===== config.mk =====
export PLATFORM = sky130hd
export DESIGN_NAME = salru_ctrl
export DESIGN_NICKNAME = d
export VERILOG_FILES = /design/src/salru_pkg.sv /design/src/salru_ctrl.sv
export SDC_FILE = /design/constraint.sdc
export NUM_CORES = 1
export LEC_CHECK = 0
export BUFFER_PORTS_ARGS = -buffer_cell sky130_fd_sc_hd__clkbuf_2
export CORE_AREA = 8 8 45 47
export DETAILED_ROUTE_END_ITERATION = 6
export DIE_AREA = 0 0 53 55
export PLACE_DENSITY_LB_ADDON = 0.12
export SETUP_SLACK_MARGIN = 0.02
export SLEW_MARGIN = 20
export SYNTH_ARGS = -nofsm -noshare
export SYNTH_HDL_FRONTEND = slang
export SYNTH_SLANG_ARGS = --single-unit
export TNS_END_PERCENT = 10

===== constraint.sdc =====
create_clock -name clk -period 1.2 [get_ports clk]
set_input_delay 0.06 -clock clk [delete_from_list [all_inputs] [get_ports clk]]
set_output_delay 0.06 -clock clk [all_outputs]
set_load 0.01 [all_outputs]

===== src/salru_pkg.sv =====
// shared types and codes for the set-associative lru tag store
// no dependencies
package salru_pkg;

  // configuration register indexes and width
  localparam int CFG_W    = 4;
  localparam int CFG_AW   = 2;
  localparam logic [CFG_AW-1:0] REG_OFFSET_BITS    = 2'd0;
  localparam logic [CFG_AW-1:0] REG_SET_INDEX_BITS = 2'd1;
  localparam logic [CFG_AW-1:0] REG_WAYS_IN_USE    = 2'd2;

  // controller states
  typedef enum logic [2:0] {
    ST_CLEAR  = 3'b001,
    ST_IDLE   = 3'b010,
    ST_LOOKUP = 3'b100
  } state_t;

  // controller to datapath
  typedef struct packed {
    logic clear;   // write one zeroed metadata row
    logic accept;  // capture address, start set read
    logic commit;  // write back the set and load the result
  } cmd_t;

  // datapath to controller
  typedef struct packed {
    logic clear_last;  // clearing the final row
    logic out_free;    // result register can take a word
  } status_t;

endpackage


===== src/salru_ctrl.sv =====
// sequencer for the lru tag store: clearing pass, accept, lookup/write-back
// depends on salru_pkg
module salru_ctrl
  import salru_pkg::*;
(
  input  logic    clk,
  input  logic    rst_n,
  input  logic    in_valid,
  output logic    in_stall,
  input  status_t st_i,
  output cmd_t    cmd_o
);

  state_t state_r, state_nxt;

  always_comb begin
    state_nxt    = state_r;
    cmd_o        = '0;
    case (state_r)
      ST_CLEAR: begin
        cmd_o.clear = 1'b1;
        if (st_i.clear_last) begin
          state_nxt = ST_IDLE;
        end
      end
      ST_IDLE: begin
        if (in_valid) begin
          cmd_o.accept = 1'b1;
          state_nxt    = ST_LOOKUP;
        end
      end
      ST_LOOKUP: begin
        if (st_i.out_free) begin
          cmd_o.commit = 1'b1;
          state_nxt    = ST_IDLE;
        end
      end
      default: begin
        state_nxt = ST_CLEAR;
      end
    endcase
  end

  assign in_stall = (state_r != ST_IDLE);

  always_ff @(posedge clk) begin
    if (!rst_n) begin
      state_r <= ST_CLEAR;
    end else begin
      state_r <= state_nxt;
    end
  end

endmodule


==> flow_metrics.py <==
metrics = {
    "grt": {
        "grt-busiest-layer": "met4",
        "antenna_found_initial": 0,
        "grt_max_degree": 6,
        "grt-ovfl-total": 0,
        "grt_usage_pct": 4.37,
        "grt_util_met2_pct": 5.08,
        "grt_pass1_wl_um": 772,
        "grt_use_met1_pct": 3.64,
        "met3_usage_pct": 4.01,
        "grt_pass1_vias": 184,
    },
    "worst_setup_path": {
        "crit_arrival_ns": 1.21,
        "crit_path_end_kind": "output port",
        "required_ns": 1.14,
        "criticalPathCategory": "reg2out",
        "worstPathMaxFanout": 4,
        "rr_worst_depth": 3,
        "worstSetupStartpointType": "flip-flop",
    },
    "timing": {
        "finalSetupViolations": 2,
        "fin_ws_ns": -0.0694,
        "fin_skew_ns": 0.00589,
        "period_needed_ns": 1.27,
        "relSlewSlack_pct": 86.0,
        "finalCritPeriodShare_pct": 106,
        "finalMaxSlewViolations": 0,
        "grt_setup_unrepaired": "true",
        "clock.fmax_ghz": 0.788,
        "final_hold_viol_count": 0,
        "tightest_slew_ns": 0.210,
        "timing.hold.ws_ns": 0.143,
    },
    "floorplan": {
        "fp-row-count": 14,
        "die_area_um2": 2920,
        "initial_core_util_pct": 11.7,
        "dieHeight_um": 55,
        "ios": 9,
        "core_area_um2": 1380,
        "dieWidth_um": 53,
    },
    "yosys": {
        "yosys-top-cells-area": "dfxtp_1 (37%), nor3b_1 (9.3%), nand2b_4 (8.5%)",
        "ys_warn_count": 0,
        "ys_seq_elements": 3,
        "syn_avg_cell_area_um2": 9.49,
        "synth_cells": 17,
        "syn_nets": 22,
        "yosysSeqAreaShare_pct": 37.2,
        "yosys.area.top_type": "dfxtp_1",
        "yosysTopAreaCellShare_pct": 37.2,
        "synth_cell_types": 14,
        "syn_area_um2": 161,
    },
    "layout": {
        "largest_reg_flops": 3,
        "stdcell_count": 46,
        "regMostFlops": "state_r",
        "drive_gt1_share_pct": 66.7,
        "syn_to_final_growth_pct": 66.7,
        "design_area_um2": 269,
        "top_regs": "state_r: 3 flops",
        "nets": 36,
        "final_cell_mix": "clkbuf_2 (6), clkbuf_4 (3), dfxtp_2 (3), nor2_2 (2), buf_2 (2)",
        "mostFrequentLayoutCell": "clkbuf_2",
        "antenna_cells": 0,
        "final_core_util_pct": 19.4,
    },
    "drt": {
        "first_pass_iters": 2,
        "routed-via-count": 167,
        "ant_nets": 0,
        "post_drt_wl_per_cell_um": 10.5,
        "routed_wl_um": 482,
        "drc": 0,
        "avgViaCountPerCell": 3.63,
        "initialDrtViolationCount": 2,
    },
    "status": {
        "violations": "negative setup slack",
        "status": "complete, but fails checks",
    },
    "clock_network": {
        "cts.sinks": 3,
        "htreeDepth": 1,
        "cts_max_path_buffers": 2,
        "cts_tree": "yes",
        "cts_made_buffers": 3,
        "cts_root_buffer": "clkbuf_4",
        "clk_latency_ns": 0.24,
        "clk_pin_slew_ns": 0.04,
    },
    "place": {
        "place_congestion": 0.693,
        "dp_cells": 41,
        "portBuffers": 8,
        "placed_area_um2": 221,
        "dp_slack_ns": 0.144,
    },
    "pwr": {
        "p_per_area_nw_per_um2": 1250,
        "vdd_drop_max_mv": 0.548,
        "p_leak_nw": 0.116,
    },
    "min_path": {
        "min_path_cells": 3,
        "hp-class": "in2reg",
    },
    "job": {
        "cap_violations": 0,
    },
}
cell families (layout without fill, tap and decap cells):
| kind of cell | after synthesis | in the layout | share of synthesized area (%) |
|---|---|---|---|
| DFF | 3 | 3 | 37.2 |
| buffers and inverters | 1 | 14 | 2.32 |
| and+or+nand+nor | 9 | 9 | 45.0 |
| AOI/OAI and AO/OA | 4 | 4 | 15.5 |
stage by stage:
stage	total power, mW	setup TNS, ns
2_1_floorplan	0.133	0
3_3_place_gp	0.151	0
3_5_place_dp	0.151	0
4_1_cts	0.342	-0.141
5_1_grt	0.363	-0.177
6_report	0.337	-0.0703
final timing paths:
kind               from         end  slack, ns
max          state_r[2]    cmd_o[1]      -0.07
min             st_i[1]  state_r[0]       0.14
max reg2reg  state_r[2]  state_r[1]       0.16
min reg2reg  state_r[0]  state_r[0]       0.56
cell usage after synthesis:
cell	count
dfxtp_1	3
nor3b_1	2
a21oi_1	1
and2_1	1
and3b_2	1
inv_1	1
nand2b_1	1
nand2b_4	1
nor2_1	1
nor2_2	1
o21ai_0	1
o22ai_1	1
o31a_1	1
or3b_4	1
layer usage:
metal / up-vias / wire length [um]
li1: 85 / -
met1: 74 / 204
met2: 6 / 212
met3: 2 / 45
met4: 0 / 19
met5: - / 0
cell type report:
type	count	area, um2
Fill cell	160	1110
Multi-Input combinational cell	13	105
Sequential cell	3	63.8
Timing Repair Buffer	9	50.0
Clock buffer	4	26.3
Tap cell	16	20.0
Inverter	1	3.75
where the power goes:
group / switching [mW] / leakage (nW) / internal (mW) / total [mW]
clock: 0.0587 / 0.0150 / 0.125 / 0.184
combinational: 0.0168 / 0.0759 / 0.0233 / 0.0401
sequential: 0.00624 / 0.0252 / 0.107 / 0.113
total: 0.0817 / 0.116 / 0.255 / 0.337
worst max-delay path: stages, from the launching register on:
cell     delay, ns
dfxtp_2       0.34
or3b_4        0.42
nor2_2        0.08
buf_2         0.13
timing repair:
action	4_1_cts	5_1_grt
gates resized for setup	3	4
hold endpoints to repair	1	0
hold buffers	1	0
pin swaps	0	1
endpoints found under the setup margin	3	4
setup buffers	0	0
Note: power is estimated with default switching activity, not from simulation.
